**src/rtl/wrp_pkg.sv**
```systemverilog
// Shared types, chunk signatures and result codes for the WAV RIFF stream parser.
package wrp_pkg;

    localparam logic [31:0] SIG_RIFF = 32'h4646_4952;
    localparam logic [31:0] SIG_WAVE = 32'h4556_4157;
    localparam logic [31:0] SIG_FMT  = 32'h2074_6d66;
    localparam logic [31:0] SIG_DATA = 32'h6174_6164;

    localparam logic [32:0] OFFSET_RESET = 33'd4;
    localparam logic [32:0] OFFSET_MAX   = '1;

    localparam logic [1:0] KIND_DATA   = 2'd0;
    localparam logic [1:0] KIND_REPORT = 2'd1;
    localparam logic [1:0] KIND_ERROR  = 2'd2;

    localparam logic [2:0] ERR_RIFF     = 3'd0;
    localparam logic [2:0] ERR_WAVE     = 3'd1;
    localparam logic [2:0] ERR_TAG      = 3'd2;
    localparam logic [2:0] ERR_FMT_LEN  = 3'd3;
    localparam logic [2:0] ERR_BITS     = 3'd4;

    localparam logic [1:0] FMT_S8  = 2'd0;
    localparam logic [1:0] FMT_S16 = 2'd1;
    localparam logic [1:0] FMT_F32 = 2'd2;

    typedef enum logic [3:0] {
        PH_RIFF,
        PH_SIZE,
        PH_WAVE,
        PH_TAG,
        PH_LEN,
        PH_FMT,
        PH_DATA,
        PH_SKIP,
        PH_DONE,
        PH_ERR
    } t_phase;

    typedef enum logic [1:0] {
        CK_OTHER,
        CK_FMT,
        CK_DATA
    } t_chunk;

    typedef struct packed {
        logic [7:0] file_byte;
        logic       file_start;
    } t_in;

    typedef struct packed {
        logic [1:0]  kind;
        logic [7:0]  sample_byte;
        logic [15:0] channels;
        logic [31:0] sample_rate;
        logic [1:0]  sample_format;
        logic [2:0]  error_code;
        logic        file_done;
    } t_out;

endpackage

```
**src/rtl/wrp_parse_core.sv**
```systemverilog
// Parse state registers and the per-byte next-state and result logic.
module wrp_parse_core import wrp_pkg::*; (
    input  logic i_clk,
    input  logic i_rst_n,
    input  logic i_accept,
    input  t_in  i_data,
    output logic o_res_valid,
    output t_out o_res
);

    t_phase      r_phase, n_phase, b_phase;
    logic [3:0]  r_fbc, n_fbc, b_fbc, fbc_inc;
    logic [31:0] r_gather, n_gather, b_gather, gather_sh;
    logic [31:0] r_rem, n_rem, b_rem;
    logic [31:0] r_size, n_size, b_size;
    logic [32:0] r_off, n_off, b_off, len_off;
    logic [33:0] len_sum;
    t_chunk      r_ck, n_ck, b_ck;
    logic [15:0] r_chan, n_chan, b_chan;
    logic [31:0] r_rate, n_rate, b_rate;
    logic        r_err, n_err, b_err;
    logic [1:0]  r_fmt, n_fmt, b_fmt;
    logic        over_cur, over_len;
    logic        res_valid, res_done;
    logic [1:0]  res_kind;
    logic [2:0]  res_code;

    always_comb begin
        if (i_data.file_start) begin
            b_phase  = PH_RIFF;
            b_fbc    = '0;
            b_gather = '0;
            b_rem    = '0;
            b_size   = '0;
            b_off    = OFFSET_RESET;
            b_ck     = CK_OTHER;
            b_chan   = '0;
            b_rate   = '0;
            b_err    = 1'b0;
            b_fmt    = FMT_S8;
        end else begin
            b_phase  = r_phase;
            b_fbc    = r_fbc;
            b_gather = r_gather;
            b_rem    = r_rem;
            b_size   = r_size;
            b_off    = r_off;
            b_ck     = r_ck;
            b_chan   = r_chan;
            b_rate   = r_rate;
            b_err    = r_err;
            b_fmt    = r_fmt;
        end
    end

    assign gather_sh = {i_data.file_byte, b_gather[31:8]};
    assign fbc_inc   = b_fbc + 4'd1;
    assign len_sum   = {1'b0, b_off} + 34'd8 + {2'b00, gather_sh};
    assign len_off   = len_sum[33] ? OFFSET_MAX : len_sum[32:0];
    assign over_cur  = (b_off >= {1'b0, b_size});
    assign over_len  = (len_off >= {1'b0, b_size});

    always_comb begin
        n_phase   = b_phase;
        n_fbc     = b_fbc;
        n_gather  = b_gather;
        n_rem     = b_rem;
        n_size    = b_size;
        n_off     = b_off;
        n_ck      = b_ck;
        n_chan    = b_chan;
        n_rate    = b_rate;
        n_err     = b_err;
        n_fmt     = b_fmt;
        res_valid = 1'b0;
        res_kind  = KIND_REPORT;
        res_code  = ERR_RIFF;
        res_done  = 1'b0;
        if (!b_err && b_phase != PH_DONE && b_phase != PH_ERR) begin
            n_gather = gather_sh;
            n_fbc    = fbc_inc;
            case (b_phase)
                PH_RIFF: begin
                    if (fbc_inc == 4'd4) begin
                        if (gather_sh != SIG_RIFF) begin
                            n_err     = 1'b1;
                            n_phase   = PH_ERR;
                            res_valid = 1'b1;
                            res_kind  = KIND_ERROR;
                            res_code  = ERR_RIFF;
                        end else begin
                            n_phase = PH_SIZE;
                            n_fbc   = '0;
                        end
                    end
                end
                PH_SIZE: begin
                    if (fbc_inc == 4'd4) begin
                        n_size  = gather_sh;
                        n_phase = PH_WAVE;
                        n_fbc   = '0;
                    end
                end
                PH_WAVE: begin
                    if (fbc_inc == 4'd4) begin
                        if (gather_sh != SIG_WAVE) begin
                            n_err     = 1'b1;
                            n_phase   = PH_ERR;
                            res_valid = 1'b1;
                            res_kind  = KIND_ERROR;
                            res_code  = ERR_WAVE;
                        end else begin
                            n_off = OFFSET_RESET;
                            if (b_size <= 32'd4) begin
                                n_phase   = PH_DONE;
                                res_valid = 1'b1;
                                res_kind  = KIND_REPORT;
                                res_done  = 1'b1;
                            end else begin
                                n_phase = PH_TAG;
                                n_fbc   = '0;
                            end
                        end
                    end
                end
                PH_TAG: begin
                    if (fbc_inc == 4'd4) begin
                        if (gather_sh == SIG_FMT) begin
                            n_ck = CK_FMT;
                        end else if (gather_sh == SIG_DATA) begin
                            n_ck = CK_DATA;
                        end else begin
                            n_ck = CK_OTHER;
                        end
                        n_phase = PH_LEN;
                        n_fbc   = '0;
                    end
                end
                PH_LEN: begin
                    if (fbc_inc == 4'd4) begin
                        n_rem = gather_sh;
                        n_off = len_off;
                        n_fbc = '0;
                        if (b_ck == CK_FMT) begin
                            n_phase = PH_FMT;
                        end else if (gather_sh != '0) begin
                            n_phase = (b_ck == CK_DATA) ? PH_DATA : PH_SKIP;
                        end else if (over_len) begin
                            n_phase   = PH_DONE;
                            res_valid = 1'b1;
                            res_kind  = KIND_REPORT;
                            res_done  = 1'b1;
                        end else begin
                            n_phase = PH_TAG;
                        end
                    end
                end
                PH_FMT: begin
                    if (fbc_inc == 4'd2) begin
                        if (gather_sh[31:16] != 16'd1) begin
                            n_err     = 1'b1;
                            n_phase   = PH_ERR;
                            res_valid = 1'b1;
                            res_kind  = KIND_ERROR;
                            res_code  = ERR_TAG;
                        end else if (b_rem != 32'd16) begin
                            n_err     = 1'b1;
                            n_phase   = PH_ERR;
                            res_valid = 1'b1;
                            res_kind  = KIND_ERROR;
                            res_code  = ERR_FMT_LEN;
                        end
                    end else if (fbc_inc == 4'd4) begin
                        n_chan = gather_sh[31:16];
                    end else if (fbc_inc == 4'd8) begin
                        n_rate = gather_sh;
                    end else if (fbc_inc == 4'd0) begin
                        res_valid = 1'b1;
                        if (gather_sh[31:16] == 16'd8 || gather_sh[31:16] == 16'd16 ||
                            gather_sh[31:16] == 16'd32) begin
                            if (gather_sh[31:16] == 16'd8) begin
                                n_fmt = FMT_S8;
                            end else if (gather_sh[31:16] == 16'd16) begin
                                n_fmt = FMT_S16;
                            end else begin
                                n_fmt = FMT_F32;
                            end
                            res_kind = KIND_REPORT;
                            res_done = over_cur;
                            n_phase  = over_cur ? PH_DONE : PH_TAG;
                        end else begin
                            n_err    = 1'b1;
                            n_phase  = PH_ERR;
                            res_kind = KIND_ERROR;
                            res_code = ERR_BITS;
                        end
                    end
                end
                PH_DATA: begin
                    n_rem     = b_rem - 32'd1;
                    res_valid = 1'b1;
                    res_kind  = KIND_DATA;
                    if (b_rem == 32'd1) begin
                        res_done = over_cur;
                        n_phase  = over_cur ? PH_DONE : PH_TAG;
                        n_fbc    = '0;
                    end
                end
                PH_SKIP: begin
                    n_rem = b_rem - 32'd1;
                    if (b_rem == 32'd1) begin
                        n_fbc = '0;
                        if (over_cur) begin
                            n_phase   = PH_DONE;
                            res_valid = 1'b1;
                            res_kind  = KIND_REPORT;
                            res_done  = 1'b1;
                        end else begin
                            n_phase = PH_TAG;
                        end
                    end
                end
                default: begin
                    n_gather = b_gather;
                    n_fbc    = b_fbc;
                end
            endcase
        end
    end

    always_comb begin
        o_res_valid         = res_valid;
        o_res.kind          = res_kind;
        o_res.sample_byte   = (res_kind == KIND_DATA) ? i_data.file_byte : 8'd0;
        o_res.channels      = (res_kind == KIND_REPORT) ? n_chan : 16'd0;
        o_res.sample_rate   = (res_kind == KIND_REPORT) ? n_rate : 32'd0;
        o_res.sample_format = (res_kind == KIND_REPORT) ? n_fmt : FMT_S8;
        o_res.error_code    = (res_kind == KIND_ERROR) ? res_code : ERR_RIFF;
        o_res.file_done     = res_done;
    end

    always_ff @(posedge i_clk) begin
        if (!i_rst_n) begin
            r_phase  <= PH_RIFF;
            r_fbc    <= '0;
            r_gather <= '0;
            r_rem    <= '0;
            r_size   <= '0;
            r_off    <= OFFSET_RESET;
            r_ck     <= CK_OTHER;
            r_chan   <= '0;
            r_rate   <= '0;
            r_err    <= 1'b0;
            r_fmt    <= FMT_S8;
        end else if (i_accept) begin
            r_phase  <= n_phase;
            r_fbc    <= n_fbc;
            r_gather <= n_gather;
            r_rem    <= n_rem;
            r_size   <= n_size;
            r_off    <= n_off;
            r_ck     <= n_ck;
            r_chan   <= n_chan;
            r_rate   <= n_rate;
            r_err    <= n_err;
            r_fmt    <= n_fmt;
        end
    end

`ifndef ASSERT_OFF
    a_err_phase : assert property (@(posedge i_clk) disable iff (!i_rst_n)
        r_err == (r_phase == PH_ERR))
        else $error("error flag and error phase disagree");

    a_err_not_done : assert property (@(posedge i_clk) disable iff (!i_rst_n)
        (res_valid && res_kind == KIND_ERROR) |-> !res_done)
        else $error("error result flagged as file end");

    a_riff_offset : assert property (@(posedge i_clk) disable iff (!i_rst_n)
        (r_phase == PH_RIFF) |-> (r_off == OFFSET_RESET))
        else $error("offset not at start value while expecting signature");
`endif

endmodule

```
**src/rtl/wrp_out_buf.sv**
```systemverilog
// Output register with a skid stage for result transactions.
module wrp_out_buf import wrp_pkg::*; (
    input  logic i_clk,
    input  logic i_rst_n,
    input  logic i_push,
    input  t_out i_res,
    output logic o_full,
    output logic o_valid,
    output t_out o_data,
    input  logic i_stall
);

    logic r_out_valid, r_skid_valid;
    t_out r_out, r_skid;
    logic take;

    assign take    = r_out_valid && !i_stall;
    assign o_full  = r_skid_valid;
    assign o_valid = r_out_valid;
    assign o_data  = r_out;

    always_ff @(posedge i_clk) begin
        if (!i_rst_n) begin
            r_out_valid  <= 1'b0;
            r_skid_valid <= 1'b0;
        end else if (r_skid_valid) begin
            if (take) begin
                r_out_valid  <= 1'b1;
                r_skid_valid <= 1'b0;
            end
        end else if (i_push) begin
            if (!r_out_valid || take) begin
                r_out_valid <= 1'b1;
            end else begin
                r_skid_valid <= 1'b1;
            end
        end else if (take) begin
            r_out_valid <= 1'b0;
        end
    end

    always_ff @(posedge i_clk) begin
        if (r_skid_valid) begin
            if (take) begin
                r_out <= r_skid;
            end
        end else if (i_push) begin
            if (!r_out_valid || take) begin
                r_out <= i_res;
            end else begin
                r_skid <= i_res;
            end
        end
    end

`ifndef ASSERT_OFF
    a_skid_needs_out : assert property (@(posedge i_clk) disable iff (!i_rst_n)
        r_skid_valid |-> r_out_valid)
        else $error("skid stage holds a transaction while output is empty");

    a_skid_holds : assert property (@(posedge i_clk) disable iff (!i_rst_n)
        (r_skid_valid && i_stall) |=> (r_skid_valid && $stable(r_skid)))
        else $error("skid transaction lost under stall");

    a_skid_fill : assert property (@(posedge i_clk) disable iff (!i_rst_n)
        $rose(r_skid_valid) |-> $past(r_out_valid && i_stall && i_push))
        else $error("skid stage filled without a stalled output");
`endif

endmodule

```
**src/rtl/wav_riff_stream_parser.sv**
```systemverilog
// Top level of the WAV RIFF stream parser: byte input channel, result output channel.
// Takes one WAV file byte per transaction and can accept a byte every cycle; each byte is
// parsed in the cycle it is accepted and its result, if any, is registered in the output
// or skid stage. A two-deep output register (output stage plus skid stage) decouples the
// sides, so input is stalled only when both stages hold undelivered results. Results are
// data chunk bytes, one format report per fmt chunk (or at file end when the end falls on
// a byte that yields nothing else), and a single error per file; after an error or the
// end of the RIFF walk, bytes are consumed silently until file_start marks a new file.
// The first file after reset needs no file_start.
module wav_riff_stream_parser import wrp_pkg::*; (
    input  logic i_clk,
    input  logic i_rst_n,
    input  logic i_valid,
    output logic o_stall,
    input  t_in  i_data,
    output logic o_valid,
    input  logic i_stall,
    output t_out o_data
);

    logic accept;
    logic res_valid;
    t_out res;
    logic buf_full;

    assign o_stall = buf_full;
    assign accept  = i_valid && !buf_full;

    wrp_parse_core u_core (
        .i_clk       (i_clk),
        .i_rst_n     (i_rst_n),
        .i_accept    (accept),
        .i_data      (i_data),
        .o_res_valid (res_valid),
        .o_res       (res)
    );

    wrp_out_buf u_out (
        .i_clk   (i_clk),
        .i_rst_n (i_rst_n),
        .i_push  (accept && res_valid),
        .i_res   (res),
        .o_full  (buf_full),
        .o_valid (o_valid),
        .o_data  (o_data),
        .i_stall (i_stall)
    );

endmodule
```
**config.mk**
```make
export PLATFORM = sky130hd
export DESIGN_NAME = wav_riff_stream_parser
export DESIGN_NICKNAME = d
export VERILOG_FILES = /design/src/rtl/wrp_pkg.sv /design/src/rtl/wrp_parse_core.sv /design/src/rtl/wrp_out_buf.sv /design/src/rtl/wav_riff_stream_parser.sv
export SDC_FILE = /design/constraint.sdc
export NUM_CORES = 1
export LEC_CHECK = 0
export ABC_AREA = 1
export CELL_PAD_IN_SITES_DETAIL_PLACEMENT = 0
export CELL_PAD_IN_SITES_GLOBAL_PLACEMENT = 1
export CORE_MARGIN = 2
export CORE_UTILIZATION = 43
export CTS_CLUSTER_DIAMETER = 80
export DETAILED_ROUTE_END_ITERATION = 7
export DONT_BUFFER_PORTS = 1
export PLACE_DENSITY_LB_ADDON = 0.1
export SETUP_SLACK_MARGIN = 0.05
export SYNTH_ARGS = -nofsm -noshare
export SYNTH_HDL_FRONTEND = slang
export SYNTH_SLANG_ARGS = --single-unit
```
**constraint.sdc**
```tcl
create_clock -name i_clk -period 9.25 [get_ports i_clk]
set_clock_uncertainty 0.2 [all_clocks]
set_input_delay 0.925 -clock i_clk [delete_from_list [all_inputs] [get_ports i_clk]]
set_output_delay 0.925 -clock i_clk [all_outputs]
set_load 0.05 [all_outputs]
```
; Word level (Yosys, flattened, before mapping)
; Cells that the tools add are included.
[op_classes]
add_sub_neg = 4
mul = 0
div = 0
n_lt_le_gt_ge = 3
n_eq_ne = 28
shift = 0
n_mux = 164
bitwise_logic = 2
reduce_logical = 25
[op_table]
columns = op, n
row1 = $mux W32, 17
row2 = $mux W64, 4
row3 = $mux W33, 6
row4 = $mux W4, 31
row5 = $mux W16, 6
row6 = $ge A33 B32 Y1, 2
row7 = $pmux W33 S2, 1
row8 = $ne A32 B31 Y1 const B, 2
row9 = $pmux W32 S2, 1
row10 = $mux W2, 30
row11 = $mux W1, 51
row12 = $add A33 B4 Y34 const B, 1
row13 = $add A34 B32 Y34, 1
row14 = $eq A32 B1 Y1 const B, 1
row15 = $eq A32 B30 Y1 const B, 1
row16 = $eq A32 B31 Y1 const B, 1
row17 = $le A32 B3 Y1 const B, 1
row18 = $ne A32 B5 Y1 const B, 1
row19 = $reduce_bool A32 Y1, 1
row20 = $sub A32 B1 Y32 const B, 1
row21 = $pmux W4 S7, 1
row22 = $mux W3, 9
row23 = $eq A4 B3 Y1 const B, 5
row24 = $pmux W4 S5, 1
row25 = 30 further kinds, 50
[word_totals]
regBits = 320
latchBits = 0
ram_bits = 0
mem_bits_ro = 0
inputBits = 13
out_inout_bits = 66
word_cells = 253
memories = 0

; Logic depth before layout (Yosys ltp)
[logic_depth]
depth_word = 16
ltp_mapped = 40
ltp_nobuf = 35

; Cells and area by module
; A second synthesis with hierarchy kept.
[unflattened]
hier_cells = 3014
hier_area_um2 = 21116.5
[by_module_without_submodules]
columns = mod, instances, cells_each, area_each_um2, seq_area_each_um2
row1 = wrp_parse_core, 1, 2658, 16321.9, 3643.5
row2 = wrp_out_buf, 1, 351, 4770.8, 3883.7
row3 = wav_riff_stream_parser, 1, 5, 23.8, 0.0

; Worst setup path after synthesis
; Ideal clock, no wire load.
[synth_path]
path_kind = input -> register
startpoint = input port i_data[0] in the netlist's numbering
endpoint = register u_out.r_out, in the netlist u_out.o_data[0], enable pin
setup_time_ns = 0.508
t_arrival_ns = 8.663
path_slack_ns = -0.121
cell_stages = 38
n_path_buf = 7
cell_sequence = buf_6 inv_2 buf_6 buf_6 buf_2 buf_1 buf_1 nand2_1 inv_1 ha_1 ha_1 inv_1 o21ai_0 a21oi_1 nand2_1 nand2_1 nand2_1 a21oi_1 [2 not listed] or2_2 ha_1 nand2_1 nor3_1 nand2_1 nor2_1 nor2_1 nand2_1 nand2_1 nand2_1 nand2_1 nand2_1 nand2_1 nand2_1 nand3_1 nand3_1 nand2_1 o22ai_1
[synth_between]
elab_chain_len = 14
word_cells_on_any_way = 59
[synth_lines]
columns = item, line_no
row1 = start: declaration, wav_riff_stream_parser.sv:15  ; input t_in i_data,
row2 = $mux W33, wrp_parse_core.sv:29  ; if (i_data.file_start) begin
row3 = $add A33 B4 Y34, wrp_parse_core.sv:58  ; assign len_sum = {1'b0, b_off} + 34'd8 + {2'b00, gather_sh};
row4 = $add A34 B32 Y34, wrp_parse_core.sv:58
row5 = $mux W33, wrp_parse_core.sv:59  ; assign len_off = len_sum[33] ? OFFSET_MAX : len_sum[32:0];
row6 = $ge A33 B32 Y1, wrp_parse_core.sv:61  ; assign over_len = (len_off >= {1'b0, b_size});
row7 = $mux W1, wrp_parse_core.sv:148  ; end else if (over_len) begin
row8 = $mux W1, wrp_parse_core.sv:146  ; end else if (gather_sh != '0) begin
row9 = $mux W1, wrp_parse_core.sv:144  ; if (b_ck == CK_FMT) begin
row10 = $mux W1, wrp_parse_core.sv:140  ; if (fbc_inc == 4'd4) begin
row11 = $pmux W1 S6, wrp_parse_core.sv:82  ; case (b_phase)
row12 = $mux W1 *, wrp_parse_core.sv:79  ; if (!b_err && b_phase != PH_DONE && b_phase != PH_ERR) begin
row13 = $logic_and A1 B1 Y1 *, wav_riff_stream_parser.sv:41  ; .i_push (accept && res_valid),
row14 = $reduce_bool A2 Y1 (no source line) *, --
row15 = $reduce_and A3 Y1 (no source line) *, --
row16 = end signal: assignment, wrp_out_buf.sv:45  ; r_out <= r_skid;
row17 = end signal: assignment, wrp_out_buf.sv:49  ; r_out <= i_res;
row18 = end: declaration, wrp_out_buf.sv:14  ; t_out r_out, r_skid;
; Mark *: on every way between the ends. The rest lies on a longest branch, timed or not.
; A chain may end at the register's enable or synchronous reset.

; Final worst setup path
[layout_path]
startpoint = input port i_data[0] in the netlist's numbering
endpoint = register u_out.r_out, in the netlist u_out.o_data[7], enable pin
; Same word-level chain as after synthesis.

==> key figures <==
Synthesis
  – Synth top area share: 0.177
  – Synth cell types: 64
  – Net Count, Synth: ~3,200
  – Mapped cell area: approximately 0.022 mm²
  – Sequential share of the synthesized area: 0.346
  – Area contributors post-synth: edfxtp_1 (18%), dfxtp_1 (17%), nand2_1 (12%), a21oi_1 (7.3%), ha_1 (7.2%)
  – Yosys reg bits: ~310
  – Synth warn: 0
  – Mean Syn Cell Area: ~7 µm²
  – Syn Inst Count: between 3,000 and 4,000
  – Dominant cell type by area after synthesis: edfxtp_1

Drt
  – Post-Route WL: between 70,000 and 80,000 µm
  – DR vias/cell: 5.66
  – Via count: 20,800
  – Iteration-0 DRC Markers: roughly 1,700
  – Final routed DRC violation total: 0
  – Avg WL per Cell: around 21 µm
  – Drt pass-1 iters: 5
  – Detail Route Antenna Nets: 0

Worst setup path
  – CP Data Required Time: between 9 and 10 ns
  – Crit path top cell by count: nand2_1
  – Worst R2R Setup Slack: 2.59 ns
  – Setup CP Type: primary input to flop
  – CP peak stage delay: roughly 0.62 ns
  – Reg-to-reg startpoint: u_core.r_gather[17]
  – Critical path arrival: between 7 and 8 ns
  – R2R cell count: 30
  – Worst Setup Start Kind: primary input
  – Setup crit start: i_data[0]
  – Critical-path top delay cell: buf_4
  – Critical-path maximum fanout: 64
  – CP Capture Type: flop
  – Reg2reg end: u_out.o_data[7]

STA
  – Min Clock Period, post-route: 7.19 ns
  – Max frequency: 139 MHz
  – Setup TNS: 0 ns
  – RSZ-0062 raised after global routing: no
  – Final Hold Violating Endpoints: 0
  – Rel. slew slack: 0.193
  – Setup violators final: 0
  – Worst slew pin tran: 1.21 ns
  – Setup ws final: 2.06 ns
  – Period utilization: 0.778
  – Slew Viols, Final: 0

Layout
  – Commonest non-fill, non-tap cell in the layout: nand2_1
  – # nets final: a little over 3,000
  – Area Overhead vs Synth: 7.33%
  – Antenna Cells: 0
  – Most frequent cells in the layout: nand2_1 (712), inv_1 (367), a21oi_1 (316), o21ai_0 (263), nor2_1 (242)
  – Share of layout cells above drive strength 1: 0.0797
  – Final instance area: between 0.02 and 0.025 mm²
  – Fin cells: between 3,000 and 4,000

Floorplanning
  – Initial core utilization: 0.434
  – Die width: 229 µm
  – Top Ports: between 70 and 80
  – Die height: ~230 µm
  – Site Rows: roughly 80
  – Core ar.: around 0.05 mm²
  – Die Area: approximately 0.052 mm²

Power and ir drop
  – PwrDens: about 150 mW/mm²
  – Peak VDD IR: roughly 0.11 mV
  – Leak pwr: between 10 and 15 nW

Hold path
  – Hold endpoint: u_core.r_size[9]
  – Hold path depth: 2
  – Min-delay worst type: flop to flop
  – Hold path startpoint: u_core.r_size[9]

Place
  – Pre-CTS WS: 1.59 ns
  – GPL Wtd Cong: around 0.95
  – Placed cell areas: between 0.02 and 0.025 mm²
  – Port bufs: 0
  – Dpl hpwl: around 55,000 µm
  – Dpl cells: approximately 3,600

Clocking
  – CTS tree: yes
  – Cts repair resizes: 0
  – Clk Latency, worst-skew pair: ~0.57 ns
  – # hold bufs at CTS: 0
  – Clk sinks: 312
  – Setup Buffers After CTS: 0
  – Root buffer cell: clkbuf_16
  – Clock transition at the registers of the reported paths: 0.05 ns
  – Max Buffers Root-to-Sink: 3
  – Total clock buffers created by CTS: 39
  – Htree depth: 2

Global route
  – First-pass GRT wire length: roughly 120,000 µm
  – Overall routing resource usage: 0.292
  – Initial antenna violation count: 0
  – Global route total overflow: 0
  – Largest net degree at the start of global routing: roughly 160
  – Vias in the first global route: 19,800

Run
  – # Max-Cap Violations: 0

Outcome
  – Status: complete, no violations
[critical path: cells and delay by family]
kind / cells / cell delay, ns
buf+inv: 7 / 2.27
fa+ha+maj: 3 / 0.94
simple gates: 15 / 1.93
compound gates: 6 / 0.99
[layout make-up]
type | count | area (µm²)
clock inverters | 8 | 82.6
repair buffers | 24 | 205
clock buffers | 62 | 1160
fillers | 5285 | 26700
well taps | 672 | 841
inverters | 394 | 1500
flip-flops and latches | 312 | 7530
multi-input cells | 2199 | 12000
[flip-flops by register name (all words and copies together), names as in the netlist, 16 cells and up]
register / flops
u_core.r_gather: 24
u_core.r_chan: 16
u_core.r_off: 33
u_out.r_skid: 64
u_core.r_rate: 32
u_out.o_data: 64
u_core.r_rem: 32
u_core.r_size: 32
[layer usage]
| layer | GRT usage | wire, µm | vias up |
|---|---|---|---|
| met5 | 0 | 0 | - |
| met4 | 0.107 | 2770 | 0 |
| met3 | 0.0349 | 4530 | 138 |
| met2 | 0.500 | 36700 | 713 |
| met1 | 0.379 | 33900 | 9819 |
| li1 | - | - | 10100 |
[cell usage after synthesis, drive strengths merged]
master,instances
nand2,726
inv,393
nor2,323
a21oi,318
o21ai,271
dfxtp,184
nand3,136
edfxtp,128
ha,125
clkbuf,95
o211ai,93
buf,55
nand4,37
nor3,31
o221ai,21
a31oi,18
nor4,13
xor2,13
a221oi,11
or2,11
o22ai,9
o21bai,7
a21o,5
o21a,5
a211oi,3
a31o,3
o221a,3
and2,2
o2111ai,2
o31ai,2
o32ai,2
xnor2,2
a211o,1
a22oi,1
and3,1
and3b,1
clkinv,1
fa,1
nor3b,1
or3,1
[logic make-up after synthesis]
family | after synthesis | share of synthesized area
xor+xnor | 15 | 0.00604
buf+inv | 544 | 0.103
simple gates | 1283 | 0.268
compound gates | 775 | 0.204
fa+ha+maj | 126 | 0.0729
flops | 312 | 0.346
[how the worst max path moves through the flow]
stage | end | slack (ns) | depth (start not counted)
5_1_grt | u_out.o_data[20] | 1.54 | 33
3_5_place_dp | u_out.o_data[11] | 1.59 | 33
4_1_cts | u_out.o_data[52] | 2.15 | 33
2_1_floorplan | u_out.o_data[0] | 1.42 | 38
6_report | u_out.o_data[7] | 2.06 | 31
3_3_place_gp | u_out.o_data[11] | 1.71 | 33
[power breakdown]
| group | internal, mW | switching [mW] | total (mW) |
|---|---|---|---|
| logic | 0.140 | 0.357 | 0.497 |
| clock network | 0.891 | 0.616 | 1.51 |
| registers | 1.47 | 0.0234 | 1.49 |
| total | 2.50 | 0.997 | 3.49 |
[metrics by stage]
step                hold slack (ns)  utilization  power (mW)
finish                        0.264        0.466        3.49
global route                  0.280        0.466        3.64
CTS                           0.264        0.466        3.52
detailed placement            0.256        0.441        2.01
global placement              0.250        0.441        2.00
floorplan                     0.242            -        1.89
Power figures use the tool's default switching activity.
